<file path="src/lrp_pkg.sv">
`timescale 1ns / 1ps
// shared types and constants for the link recovery policy block
// no dependencies; imported by every module of the block
package lrp_pkg;

	// request codes
	localparam logic [1:0] REQ_EVALUATE = 2'd0;
	localparam logic [1:0] REQ_REDIAL_RESULT = 2'd1;
	localparam logic [1:0] REQ_RESTART_DONE = 2'd2;
	localparam logic [1:0] REQ_CANCEL = 2'd3;

	// decision codes
	localparam logic [3:0] DEC_HEALTHY = 4'd0;
	localparam logic [3:0] DEC_ALT = 4'd1;
	localparam logic [3:0] DEC_UPDATE = 4'd2;
	localparam logic [3:0] DEC_COVERAGE = 4'd3;
	localparam logic [3:0] DEC_SESSION = 4'd4;
	localparam logic [3:0] DEC_REDIAL = 4'd5;
	localparam logic [3:0] DEC_RECOVER = 4'd6;
	localparam logic [3:0] DEC_RESTART = 4'd7;
	localparam logic [3:0] DEC_COOLDOWN = 4'd8;

	// configuration register indexes
	localparam int CFG_IDX_W = 3;
	localparam logic [CFG_IDX_W-1:0] CFG_SESSION_UNHEALTHY = 3'd0;
	localparam logic [CFG_IDX_W-1:0] CFG_STABLE_RESET = 3'd1;
	localparam logic [CFG_IDX_W-1:0] CFG_REDIALS_BEFORE_RESTART = 3'd2;
	localparam logic [CFG_IDX_W-1:0] CFG_RESTART_COOLDOWN = 3'd3;
	localparam logic [CFG_IDX_W-1:0] CFG_ATTEMPT_WINDOW = 3'd4;

	// configuration reset values
	localparam logic [31:0] RST_SESSION_UNHEALTHY = 32'd120000;
	localparam logic [31:0] RST_STABLE_RESET = 32'd300000;
	localparam logic [7:0] RST_REDIALS_BEFORE_RESTART = 8'd3;
	localparam logic [31:0] RST_RESTART_COOLDOWN = 32'd600000;
	localparam logic [31:0] RST_ATTEMPT_WINDOW = 32'd60000;

	localparam logic [7:0] FAIL_MAX = 8'hFF;

	typedef struct packed {
		logic [1:0] req_type;
		logic [47:0] now_ms;
		logic update_active;
		logic session_connected;
		logic ack_seen;
		logic [47:0] last_ack_ms;
		logic alt_uplink_ok;
		logic network_attached;
		logic data_link_up;
		logic modem_answering;
		logic recovered;
	} lrp_in_t;

	typedef struct packed {
		logic [3:0] decision;
		logic [7:0] failure_count;
	} lrp_out_t;

	typedef struct packed {
		logic [31:0] session_unhealthy_ms;
		logic [31:0] stable_reset_ms;
		logic [7:0] redials_before_restart;
		logic [31:0] restart_cooldown_ms;
		logic [31:0] attempt_window_ms;
	} lrp_cfg_t;

endpackage

</file>
<file path="src/lrp_cfg_regs.sv">
`timescale 1ns / 1ps
// configuration register file of the link recovery policy
// depends on lrp_pkg
module lrp_cfg_regs (
	input logic clk,
	input logic arst_n,
	input logic cfg_valid,
	output logic cfg_ready,
	input logic [lrp_pkg::CFG_IDX_W-1:0] cfg_index,
	input logic [31:0] cfg_data,
	output lrp_pkg::lrp_cfg_t cfg_q
);
	import lrp_pkg::*;

	assign cfg_ready = 1'b1;

	always_ff @(posedge clk or negedge arst_n) begin
		if (!arst_n) begin
			cfg_q.session_unhealthy_ms <= RST_SESSION_UNHEALTHY;
			cfg_q.stable_reset_ms <= RST_STABLE_RESET;
			cfg_q.redials_before_restart <= RST_REDIALS_BEFORE_RESTART;
			cfg_q.restart_cooldown_ms <= RST_RESTART_COOLDOWN;
			cfg_q.attempt_window_ms <= RST_ATTEMPT_WINDOW;
		end else if (cfg_valid && cfg_ready) begin
			unique case (cfg_index)
				CFG_SESSION_UNHEALTHY: cfg_q.session_unhealthy_ms <= cfg_data;
				CFG_STABLE_RESET: cfg_q.stable_reset_ms <= cfg_data;
				CFG_REDIALS_BEFORE_RESTART: cfg_q.redials_before_restart <= cfg_data[7:0];
				CFG_RESTART_COOLDOWN: cfg_q.restart_cooldown_ms <= cfg_data;
				CFG_ATTEMPT_WINDOW: cfg_q.attempt_window_ms <= cfg_data;
				default: ;
			endcase
		end
	end

endmodule

</file>
<file path="src/lrp_policy_core.sv">
`timescale 1ns / 1ps
// decision logic and kept timers of the link recovery policy
// depends on lrp_pkg; fed from the input register of the top level
module lrp_policy_core (
	input logic clk,
	input logic arst_n,
	input logic step,
	input lrp_pkg::lrp_in_t item,
	input lrp_pkg::lrp_cfg_t cfg,
	output lrp_pkg::lrp_out_t result
);
	import lrp_pkg::*;

	logic stable_valid_q;
	logic [47:0] stable_since_q;
	logic deadline_valid_q;
	logic [48:0] attempt_deadline_q;
	logic restart_valid_q;
	logic [47:0] last_restart_q;
	logic [7:0] failed_count_q;

	logic stable_valid_n;
	logic [47:0] stable_since_n;
	logic deadline_valid_n;
	logic [48:0] attempt_deadline_n;
	logic restart_valid_n;
	logic [47:0] last_restart_n;
	logic [7:0] failed_count_n;
	logic [3:0] decision;

	logic [47:0] ack_age;
	logic fresh;
	logic [47:0] stable_age;
	logic stable_elapsed;
	logic [47:0] restart_age;
	logic cooldown_elapsed;
	logic [48:0] deadline_sum;
	logic in_attempt;

	always_comb begin
		ack_age = item.now_ms - item.last_ack_ms;
		fresh = item.ack_seen && (item.now_ms >= item.last_ack_ms)
			&& (ack_age < {16'd0, cfg.session_unhealthy_ms});
		stable_age = item.now_ms - stable_since_q;
		// a fresh stable start elapses at once only for a zero threshold
		stable_elapsed = stable_valid_q
			? ((item.now_ms >= stable_since_q) && (stable_age >= {16'd0, cfg.stable_reset_ms}))
			: (cfg.stable_reset_ms == 32'd0);
		restart_age = item.now_ms - last_restart_q;
		cooldown_elapsed = (item.now_ms >= last_restart_q)
			&& (restart_age >= {16'd0, cfg.restart_cooldown_ms});
		deadline_sum = {1'b0, item.now_ms} + {17'd0, cfg.attempt_window_ms};
		in_attempt = deadline_valid_q && ({1'b0, item.now_ms} < attempt_deadline_q);
	end

	always_comb begin
		stable_valid_n = stable_valid_q;
		stable_since_n = stable_since_q;
		deadline_valid_n = deadline_valid_q;
		attempt_deadline_n = attempt_deadline_q;
		restart_valid_n = restart_valid_q;
		last_restart_n = last_restart_q;
		failed_count_n = failed_count_q;
		decision = DEC_HEALTHY;
		case (item.req_type)
			REQ_EVALUATE: begin
				if (item.update_active) begin
					deadline_valid_n = 1'b0;
					stable_valid_n = 1'b0;
					decision = DEC_UPDATE;
				end else if (item.session_connected && fresh) begin
					stable_valid_n = 1'b1;
					if (!stable_valid_q)
						stable_since_n = item.now_ms;
					if (stable_elapsed)
						failed_count_n = 8'd0;
					decision = DEC_HEALTHY;
				end else begin
					stable_valid_n = 1'b0;
					if (item.alt_uplink_ok) begin
						decision = DEC_ALT;
					end else if (!item.network_attached) begin
						deadline_valid_n = 1'b0;
						decision = DEC_COVERAGE;
					end else if (!item.data_link_up || fresh) begin
						decision = DEC_SESSION;
					end else if (in_attempt) begin
						decision = DEC_RECOVER;
					end else if ((failed_count_q >= cfg.redials_before_restart)
						&& item.modem_answering) begin
						decision = (restart_valid_q && !cooldown_elapsed)
							? DEC_COOLDOWN : DEC_RESTART;
					end else begin
						deadline_valid_n = 1'b1;
						attempt_deadline_n = deadline_sum;
						decision = DEC_REDIAL;
					end
				end
			end
			REQ_REDIAL_RESULT: begin
				deadline_valid_n = 1'b0;
				if (item.recovered) begin
					stable_valid_n = 1'b1;
					stable_since_n = item.now_ms;
				end else if (failed_count_q != FAIL_MAX) begin
					failed_count_n = failed_count_q + 8'd1;
				end
			end
			REQ_RESTART_DONE: begin
				restart_valid_n = 1'b1;
				last_restart_n = item.now_ms;
				deadline_valid_n = 1'b1;
				attempt_deadline_n = deadline_sum;
			end
			default: begin
				deadline_valid_n = 1'b0;
			end
		endcase
		result.decision = decision;
		result.failure_count = failed_count_n;
	end

	always_ff @(posedge clk or negedge arst_n) begin
		if (!arst_n) begin
			stable_valid_q <= 1'b0;
			deadline_valid_q <= 1'b0;
			restart_valid_q <= 1'b0;
			failed_count_q <= 8'd0;
		end else if (step) begin
			stable_valid_q <= stable_valid_n;
			deadline_valid_q <= deadline_valid_n;
			restart_valid_q <= restart_valid_n;
			failed_count_q <= failed_count_n;
		end
	end

	// timestamps are only read while their valid flag is set
	always_ff @(posedge clk) begin
		if (step) begin
			stable_since_q <= stable_since_n;
			attempt_deadline_q <= attempt_deadline_n;
			last_restart_q <= last_restart_n;
		end
	end

endmodule

</file>
<file path="src/link_recovery_policy.sv">
`timescale 1ns / 1ps
// link recovery policy top level: input register, policy core, result register
// an evaluate word passes the input register, then the result register, to out_data
// throughput: one word per cycle while no evaluate word waits on a stalled output;
// kept timers update once per word in the core; other request words give no result
// reset: arst_n clears pipeline valids and timer flags, config returns to defaults
module link_recovery_policy (
	input logic clk,
	input logic arst_n,
	input logic in_valid,
	output logic in_stall,
	input lrp_pkg::lrp_in_t in_data,
	output logic out_valid,
	input logic out_stall,
	output lrp_pkg::lrp_out_t out_data,
	input logic cfg_valid,
	output logic cfg_ready,
	input logic [lrp_pkg::CFG_IDX_W-1:0] cfg_index,
	input logic [31:0] cfg_data
);
	import lrp_pkg::*;

	lrp_cfg_t cfg_q;
	logic valid_s1;
	lrp_in_t item_s1;
	logic out_valid_q;
	lrp_out_t out_data_q;
	lrp_out_t result;
	logic is_eval;
	logic out_free;
	logic advance;
	logic load_s1;

	lrp_cfg_regs u_cfg (
		.clk(clk),
		.arst_n(arst_n),
		.cfg_valid(cfg_valid),
		.cfg_ready(cfg_ready),
		.cfg_index(cfg_index),
		.cfg_data(cfg_data),
		.cfg_q(cfg_q)
	);

	lrp_policy_core u_core (
		.clk(clk),
		.arst_n(arst_n),
		.step(advance),
		.item(item_s1),
		.cfg(cfg_q),
		.result(result)
	);

	assign is_eval = (item_s1.req_type == REQ_EVALUATE);
	assign out_free = !out_valid_q || !out_stall;
	// only evaluate words need room in the result register
	assign advance = valid_s1 && (!is_eval || out_free);
	assign load_s1 = !valid_s1 || advance;
	assign in_stall = !load_s1;

	always_ff @(posedge clk or negedge arst_n) begin
		if (!arst_n) begin
			valid_s1 <= 1'b0;
			out_valid_q <= 1'b0;
		end else begin
			if (load_s1)
				valid_s1 <= in_valid;
			if (advance && is_eval)
				out_valid_q <= 1'b1;
			else if (!out_stall)
				out_valid_q <= 1'b0;
		end
	end

	always_ff @(posedge clk) begin
		if (load_s1 && in_valid)
			item_s1 <= in_data;
		if (advance && is_eval)
			out_data_q <= result;
	end

	assign out_valid = out_valid_q;
	assign out_data = out_data_q;

	a_stall_needs_word: assert property (@(posedge clk) disable iff (!arst_n)
		in_stall |-> (valid_s1 && is_eval && out_valid_q && out_stall))
		else $error("input stalled without a blocked evaluate word");

	a_no_result_for_update: assert property (@(posedge clk) disable iff (!arst_n)
		(advance && !is_eval && !out_valid_q) |=> !out_valid_q)
		else $error("non-evaluate word produced a result");

	a_decision_range: assert property (@(posedge clk) disable iff (!arst_n)
		out_valid_q |-> (out_data_q.decision <= DEC_COOLDOWN))
		else $error("decision code out of range");

	a_eval_lands: assert property (@(posedge clk) disable iff (!arst_n)
		(advance && is_eval) |=> (out_valid_q && out_data_q == $past(result)))
		else $error("evaluate result not captured");

endmodule
</file>
<file path="config.mk">
export PLATFORM = sky130hd
export DESIGN_NAME = link_recovery_policy
export DESIGN_NICKNAME = d
export VERILOG_FILES = /design/src/lrp_pkg.sv /design/src/lrp_cfg_regs.sv /design/src/lrp_policy_core.sv /design/src/link_recovery_policy.sv
export SDC_FILE = /design/constraint.sdc
export NUM_CORES = 1
export LEC_CHECK = 0
export CORE_MARGIN = 4
export CORE_UTILIZATION = 39
export CTS_CLUSTER_SIZE = 14
export DETAILED_ROUTE_END_ITERATION = 10
export DONT_BUFFER_PORTS = 1
export GPL_TIMING_DRIVEN = 1
export PLACE_DENSITY_LB_ADDON = 0.2
export SLEW_MARGIN = 40
export SYNTH_ARGS = -nofsm -noshare
export SYNTH_HDL_FRONTEND = slang
export SYNTH_SLANG_ARGS = --single-unit
</file>
<file path="constraint.sdc">
create_clock -name clk -period 7.78 [get_ports clk]
set_clock_uncertainty 0.05 [all_clocks]
set_input_delay 1.556 -clock clk [delete_from_list [all_inputs] [get_ports clk]]
set_output_delay 1.556 -clock clk [all_outputs]
set_load 0.05 [all_outputs]
</file>
After elaboration in Yosys (flattened, before gate mapping). Index checks and enable logic that the tools add are counted. Widths: inputs -> output; s select.

Bits in registers: 412. Logic and storage cells: 151.

$add $sub $neg: 5. Order comparisons: 8. Equal/unequal tests: 23. Muxes and demuxes: 42. Bitwise gates (word level): 3. Reductions and logical operators: 40.

Operator list (number): $mux 49 (7); $mux 48 (4); $ge 48x48->1 (3); $sub 48x48->48 (3); $pmux 49 s2 (1); $ge 48x32->1 (2); $pmux 48 s2 (1); $add 48x32->49 (1); $lt 48x49->1 (1); $lt 48x32->1 (1); $mux 8 (5); $logic_not 32->1 (1); $ne 2x2->1 const B (9); $pmux 8 s2 (1); $mux 1 (13); $ne 4x4->1 const B (3); $reduce_and 2->1 (6); $reduce_and 6->1 (2); $logic_and 1x1->1 (11); $mux 3 (3); $reduce_and 9->1 (1); $add 8x1->8 const B (1); $ge 8x8->1 (1); $mux 2 (4); other kinds (20) (36).

Logic depth before layout (Yosys ltp). Gate-level depths: netlist of run 1.

Word-level depth: 13. Gate-level depth with buffers: 26. Gate-level depth less buffers: 26.

By module. Synthesis of run 1 repeated with hierarchy kept, for this count alone.

Cell total of the unflattened synthesis: 3167. Area, all modules: 30140.2 sq um.

Modules (own cells, without submodules): lrp_policy_core (instances 1, cells an instance 2745, area each 21314.2 sq um); lrp_cfg_regs (instances 1, cells an instance 294, area each 5180.0 sq um); link_recovery_policy (instances 1, cells an instance 128, area each 3646.0 sq um).

Least setup slack after synthesis of run 1. OpenSTA, ideal clock, no wires.

Path type: register -> register. Start: register item_s1[57] in the netlist's numbering. End: register u_core.stable_since_q[0] (enable). Arrival time: 6.559 ns. Data required time: 7.285 ns. Setup slack: 0.726 ns. Stages on the path, launching flop included: 20. Buffers on the path: 0. Period minus slack after synthesis: 7.054 ns. Cell sequence: edfxtp_1 -> ha_1 -> nor2b_1 -> o31a_1 -> o31a_1 -> or4b_1 -> a21o_1 -> xor2_1 -> ha_1 -> a21o_1 -> a21o_1 -> a221o_1 -> a211oi_1 -> a21oi_1 -> nor4_1 -> nand4_1 -> and4bb_4 -> nand3_4 -> o31a_1 -> nor3_2.

Word-level cells in the longest chain between the ends: 6.

RTL lines: start: declaration (RTL line link_recovery_policy.sv:25) `lrp_in_t item_s1;`; start signal: assignment (RTL line link_recovery_policy.sv:76) `item_s1 <= in_data;`; $sub 48x48->48 or $ge 48x48->1 (tied branches) (RTL line lrp_policy_core.sv:41, lrp_policy_core.sv:42); $lt 48x32->1 or $logic_and 1x1->1 (tied branches) (RTL line lrp_policy_core.sv:43, lrp_policy_core.sv:42); $logic_and 1x1->1 * (RTL line lrp_policy_core.sv:43) `&& (ack_age < {16'd0, cfg.session_unhealthy_ms});`; $logic_and 1x1->1 * (RTL line lrp_policy_core.sv:71) `end else if (item.session_connected && fresh) begin`; $ne 2x1->1 (no source line) *; $reduce_and 6->1 (no source line) *; end signal: assignment (RTL line lrp_policy_core.sv:140) `stable_since_q <= stable_since_n;`; end: declaration (RTL line lrp_policy_core.sv:15) `logic [47:0] stable_since_q;`.

Every way passes the cells marked *; elsewhere a longest branch is shown, timed or not. A chain may end at the register's enable or synchronous reset.

Final worst setup path of run 1.
Start: register item_s1[56] in the netlist's numbering. End: register u_core.stable_since_q[1] (enable).

Same word-level chain as after synthesis.

==> results by group, run 1 <==
Status
  • Status: complete, no violations

Critical path
  • Arrival time at the worst endpoint: roughly 6.9 ns
  • Kind of end point of the critical path: register
  • CP startpoint kind: register
  • Reg-to-Reg Start: item_s1[56]$_DFFE_PP_
  • Worst setup path class: register to register
  • Critical path origin: item_s1[56]$_DFFE_PP_
  • Crit-path max FO: between 40 and 50
  • WP data required: ~8.0 ns
  • R2R setup slack: approximately 1.1 ns

Routing
  • First drt pass iteration count: 5
  • Detailed-route wire length per cell: approximately 22 um
  • DR vias/cell: around 5.7
  • Drt initial violations: approximately 1.8k
  • Antenna-violating nets left: 0
  • WL final: around 89 mm
  • Remaining DRCs: 0
  • Vias: around 23k

Timing
  • # setup viols final: 0
  • Max Slew Vio Count: 0
  • Final hold slack: ~0.45 ns
  • Slew headroom: 0.414
  • Tcrit/Tclk final: 0.862
  • Unrepaired setup endpoints after global routing: no
  • Fin crit period: 6.71 ns
  • Achievable frequency: 149 MHz
  • Fin Setup TNS: 0 ns
  • Hold Fails Final Rpt: 0
  • Worst-Margin Slew: about 0.9 ns

Synth
  • EDFF count, synth: 263
  • Area contributors post-synth: edfxtp_1 27%, ha_1 14%, dfrtp_1 10%
  • Fraction of registers with async set/reset: 0.362
  • Synth area leader: edfxtp_1
  • Distinct cells, synth: 90
  • Most numerous cell in the Yosys netlist: inv_1
  • Commonest cells in the netlist: 351 x inv_1, 327 x ha_1, 265 x nand2_1, 263 x edfxtp_1, 257 x a21oi_1
  • Sequential cell area fraction in the yosys report: 0.399
  • Synthesized cell area: between 20,000 and 30,000 sq um
  • Synth Instances: about 3.1k
  • Most used flip-flop cell after synthesis: edfxtp_1
  • Synthesized Nets: approximately 3.6k
  • Avg Inst Size Synth: around 9.4 sq um
  • Flop and latch count out of synthesis: 412
  • Top-area cell type share of the netlist area: 0.270
  • Yosys warns: 0

Clock network
  • Post-CTS Hold Fix Bufs: 0
  • Clk_lat worst skew: between 0.6 and 0.7 ns
  • Root buf cell: clkbuf_16
  • Setup Buffers After CTS: 0
  • PostCTS Resize Cnt: 0
  • Clk buf depth: 3
  • CTS sink count: just over 400
  • Clock slew seen by the registers of the worst setup and hold paths: about 0.060 ns
  • Num CTS Buffers: 50
  • CTS tree: done
  • # H-tree levels: 2

Layout
  • Fraction of layout cells with a size suffix above 1: 0.0771
  • Utilization after layout: 0.430
  • Fillers: between 7k and 8k
  • Layout Nets: roughly 3.6k
  • Area growth syn-to-layout: 9.39%

GRT
  • GRT overflow: 0
  • Vias in the first global route: 22.9k
  • Global-route wire length before repair: 135 mm
  • Total track usage: 0.221
  • Largest net degree at the start of global routing: 150
  • Initial antenna violation count: 9

Job
  • Max-Cap Viols: 0

Floorplanning
  • Row count: 100
  • Initial Utilization: 0.393
  • Io pins: between 150 and 200
  • Die X: around 280 um
  • Die area: 79,400 sq um
  • CORE AREA: ~74,000 sq um
  • Die height: around 280 um

Pwr
  • Combinational share of power: 0.276
  • Pwr dens: between 200 and 250 nW/um^2
  • Reg power frac: 0.401
  • Lkg Pwr: roughly 14 nW
  • Sw frac: 0.324
  • Overall power: 0.00707 W
  • Internal: around 0.0048 W
  • Net Sw Power: 0.00229 W
  • Clock power share: 0.323
  • Peak supply drop: approximately 210 uV

Placement
  • DP HPWL: approximately 71 mm
  • GPL Wtd Cong: ~0.98
  • I/O Buffers: 0

Worst hold path
  • Min-delay src: u_cfg.cfg_q[55]$_DFFE_PN0P_
  • Min-Delay Path Class: register to register
[final cells by class]
type                    instances  area [sq um]  share of cell area
multi-input cells            2262         16000               0.501
flip-flops and latches        412         11700               0.365
clock buffers                  72          1390              0.0436
inverters                     351          1320              0.0412
well taps                     969          1210              0.0379
clock inverters                22           210             0.00657
repair buffers                 20           154             0.00481
diodes                          2          5.00            0.000156
[power groups by stage]
stage | registers (W) | logic [W] | clock network (W)
floorplan | 0.00280 | 0.00147 | 0
global placement | 0.00287 | 0.00188 | 0
detailed placement | 0.00288 | 0.00193 | 0
CTS | 0.00284 | 0.00194 | 0.00236
global route | 0.00286 | 0.00220 | 0.00244
finish | 0.00284 | 0.00195 | 0.00228
[worst paths after layout]
kind	cells past startpoint	end
worst max-delay path	24	u_core.stable_since_q[1]$_DFFE_PP_
worst min-delay path	1	u_cfg.cfg_q[55]$_DFFE_PN0P_
worst max register to register	24	u_core.stable_since_q[1]$_DFFE_PP_
worst min register to register	1	u_cfg.cfg_q[55]$_DFFE_PN0P_
max in group asynchronous	0	u_cfg.cfg_q[114]$_DFFE_PN1P_
min in group asynchronous	0	u_cfg.cfg_q[66]$_DFFE_PN0P_
[routing by layer]
layer,global-route usage,wire [um]
met1,0.301,40700
met5,0,0
met2,0.361,40900
met3,0.0286,4520
met4,0.0782,3290
[cell families after synthesis]
family | after synthesis | share of synthesized area
compound gates | 829 | 0.177
xor+xnor | 149 | 0.0446
fa+ha+maj | 331 | 0.143
buf+inv | 433 | 0.0557
flops | 412 | 0.399
mux | 81 | 0.0307
other cells | 1 | 0.000128
simple gates | 871 | 0.150
[per-stage QoR]
stage	instances	setup WS, ns	cell area, sq um
finish	4110	1.07	32000
global route	4108	0.442	32000
CTS	4108	1.08	32000
detailed placement	4014	1.14	30400
global placement	4014	1.14	30300
floorplan	3107	0.726	29200
[cells in the final DEF, fill, tap and decap left out, types with 82 or more instances in the layout]
cell type,count
a21oi_1,257
o21ai_0,196
dfrtp_1,117
inv_1,351
nor2_1,177
nand2_1,265
edfxtp_1,263
ha_1,327
a21o_1,82
xnor2_1,95
[worst max-delay path, stage by stage (launching register included)]
cell      delay [ns]
edfxtp_1        0.44
inv_1           0.20
ha_1            0.22
inv_1           0.07
fa_1            0.42
a211oi_1        0.33
nor3_1          0.10
o21a_1          0.21
o21ai_1         0.47
nand2_1         0.16
a31oi_1         0.22
xnor2_1         0.09
ha_1            0.19
a21o_1          0.15
a21o_1          0.17
a221o_1         0.35
a211oi_1        0.23
a21oi_1         0.09
nor4_1          0.30
nand4_1         0.12
and4bb_4        0.45
nand3_4         0.18
o31a_1          0.33
nor3_4          0.10
buf_4           0.53
[state kept, by name (all words and copies together) (netlist names)]
name	count
item_s1	106
out_data	12
out_valid	1
u_cfg.cfg_q	136
u_core.attempt_deadline_q	49
u_core.deadline_valid_q	1
u_core.failed_count_q	8
u_core.last_restart_q	48
u_core.restart_valid_q	1
u_core.stable_since_q	48
u_core.stable_valid_q	1
valid_s1	1
Power figures use the tool's default switching activity.
==> run 2, diff against run 1 <==
--- a/config.mk
+++ b/config.mk
@@ -5,11 +5,10 @@
 export SDC_FILE = /design/constraint.sdc
 export NUM_CORES = 1
 export LEC_CHECK = 0
-export CORE_MARGIN = 4
+export BUFFER_PORTS_ARGS = -buffer_cell sky130_fd_sc_hd__buf_2
 export CORE_UTILIZATION = 39
 export CTS_CLUSTER_SIZE = 14
 export DETAILED_ROUTE_END_ITERATION = 10
-export DONT_BUFFER_PORTS = 1
 export GPL_TIMING_DRIVEN = 1
 export PLACE_DENSITY_LB_ADDON = 0.2
 export SLEW_MARGIN = 40
==> results by group, run 2 (synthesis gave the netlist of run 1 again) <==
GRT
  • GRT overflow: 0
  • Largest net degree at the start of global routing: 64
  • Met3 usage: 0.0275
  • Gr busiest metal: met2
  • GRT met1 Usage: 0.306
  • Global-route wire length before repair: ~130 mm
  • Vias in the first global route: 22.6k
  • Total track usage: 0.222
  • Initial antenna violation count: 6
  • GR Layer Usage met2: 0.361

Pwr
  • Pwr dens: 223 nW/um^2
  • Reg power frac: 0.384
  • Combinational share of power: 0.274
  • Overall power: 0.00736 W
  • Sw frac: 0.318
  • Net Sw Power: 0.00234 W
  • Clock power share: 0.343
  • Internal: around 0.005 W
  • Lkg Pwr: about 14 nW
  • Peak supply drop: ~170 uV

Timing
  • Worst-Margin Slew: approximately 0.9 ns
  • # setup viols final: 0
  • Hold Fails Final Rpt: 0
  • Tcrit/Tclk final: 0.858
  • Fin crit period: about 6.7 ns
  • Achievable frequency: 150 MHz
  • Slew headroom: 0.404
  • Max Slew Vio Count: 0
  • Unrepaired setup endpoints after global routing: no
  • Fin Setup TNS: 0 ns

Clock network
  • Num CTS Buffers: 51
  • PostCTS Resize Cnt: 0
  • CTS sink count: between 400 and 500
  • Clock slew seen by the registers of the worst setup and hold paths: 0.06 ns
  • CTS tree: done
  • Setup Buffers After CTS: 0
  • Root buf cell: clkbuf_16
  • Clk_lat worst skew: around 0.63 ns
  • Clk buf depth: 3
  • Post-CTS Hold Fix Bufs: 0
  • # H-tree levels: 2

Critical path
  • Worst setup path class: register to register
  • Largest stage delay, worst path: around 0.57 ns
  • Arrival time at the worst endpoint: around 7 ns
  • Crit-path max FO: 48
  • Worst path top cell family by delay: compound AO/OA/AOI/OAI gates
  • CP startpoint kind: register
  • CP max stage cell: buf_4
  • Kind of end point of the critical path: register
  • WP data required: approximately 8.0 ns
  • WP buf/inv: 3
  • Crit-path cells: inv_1 > ha_1 > inv_1 > fa_1 > a211oi_1 > nor3_1 > o21a_1 > o21ai_1 > nand2_1 > a31oi_1 > xnor2_1 > ha_1 > a21o_1 > a21o_1 > a221o_1 > a211oi_1 > a21oi_1 > nor4_1 > nand4_1 > and4bb_4 > nand3_4 > o31a_1 > nor3_4 > buf_4

Layout
  • Most frequent cells in the layout: 351 x inv_1, 327 x ha_1, 265 x nand2_1
  • Utilization after layout: 0.444
  • Max reg flops: 136
  • Biggest regs: u_cfg.cfg_q x136, item_s1 x106, u_core.attempt_deadline_q x49
  • Area growth syn-to-layout: 12.9%
  • Finished Layout Cells: 4,269
  • Most common cell after layout, fill and taps aside: inv_1
  • Largest Register: u_cfg.cfg_q
  • Fraction of layout cells with a size suffix above 1: 0.125
  • Fillers: between 7k and 8k
  • Layout Nets: about 3.7k

Job
  • Max-Cap Viols: 0

Routing
  • Remaining DRCs: 0
  • DR vias/cell: roughly 5.5
  • First drt pass iteration count: 6
  • Antenna-violating nets left: 0
  • Vias: about 23k
  • Detailed-route wire length per cell: 19.8 um
  • Drt initial violations: about 1.5k
  • WL final: 84.5 mm

Floorplanning
  • Initial Utilization: 0.394
  • Io pins: between 150 and 200
  • Die area: 76,100 sq um
  • Die height: approximately 280 um
  • CORE AREA: 74,300 sq um
  • Die X: roughly 280 um
  • Row count: 100

Placement
  • Inst Count DP: approximately 4.2k
  • I/O Buffers: 159
  • DP HPWL: 67.6 mm
  • GPL Wtd Cong: ~0.96

Status
  • Status: complete, no violations

Worst hold path
  • Min-Delay Path Class: register to register
run 2: cell count changes in the layout (fill, tap and decap cells not counted), moves of 3 or more:
cell	delta
buf_4	-3
bufinv_16	+3
buf_2	+158
clkbuf_1	-10
clkbuf_16	+5
run 2: layer usage:
layer	vias up	share of wire
met5	-	0.00014
met4	2	0.032
met3	137	0.047
met2	560	0.45
met1	11100	0.47
li1	11600	-
run 2: worst paths after layout:
path | slack [ns] | cells past startpoint | to | from
worst min-delay path | 0.45 | 1 | u_core.restart_valid_q$_DFFE_PN0P_ | u_core.restart_valid_q$_DFFE_PN0P_
min in group asynchronous | 0.81 | 1 | u_cfg.cfg_q[67]$_DFFE_PN0P_ | arst_n
worst max-delay path | 1.11 | 24 | u_core.stable_since_q[42]$_DFFE_PP_ | item_s1[56]$_DFFE_PP_
worst min register to register | 0.45 | 1 | u_core.restart_valid_q$_DFFE_PN0P_ | u_core.restart_valid_q$_DFFE_PN0P_
max in group asynchronous | 5.50 | 3 | u_cfg.cfg_q[125]$_DFFE_PN0P_ | arst_n
worst max register to register | 1.11 | 24 | u_core.stable_since_q[42]$_DFFE_PP_ | item_s1[56]$_DFFE_PP_
run 2: area by class of cell:
class,count,area [sq um],area share
multi-input cells,2262,16000,0.485
flip-flops and latches,412,11700,0.353
clock buffers,69,1510,0.0457
inverters,351,1320,0.0399
well taps,969,1210,0.0367
repair buffers,177,973,0.0295
clock inverters,27,313,0.00947
diodes,2,5.00,0.000152
run 2: through the flow:
step / setup slack (ns) / hold WS [ns] / cell area [sq um]
6_report: 1.11 / 0.445 / 33000
5_1_grt: 0.585 / 0.461 / 33000
4_1_cts: 1.07 / 0.449 / 33000
3_5_place_dp: 1.13 / 0.432 / 31200
3_3_place_gp: 1.17 / 0.433 / 31100
2_1_floorplan: 0.726 / 0.404 / 29200
run 2: power by group through the flow:
| stage | registers [W] | logic (W) | clock network (W) |
|---|---|---|---|
| 6_report | 0.00282 | 0.00201 | 0.00252 |
| 5_1_grt | 0.00286 | 0.00228 | 0.00267 |
| 4_1_cts | 0.00282 | 0.00201 | 0.00259 |
| 3_5_place_dp | 0.00286 | 0.00200 | 0 |
| 3_3_place_gp | 0.00286 | 0.00198 | 0 |
| 2_1_floorplan | 0.00280 | 0.00147 | 0 |
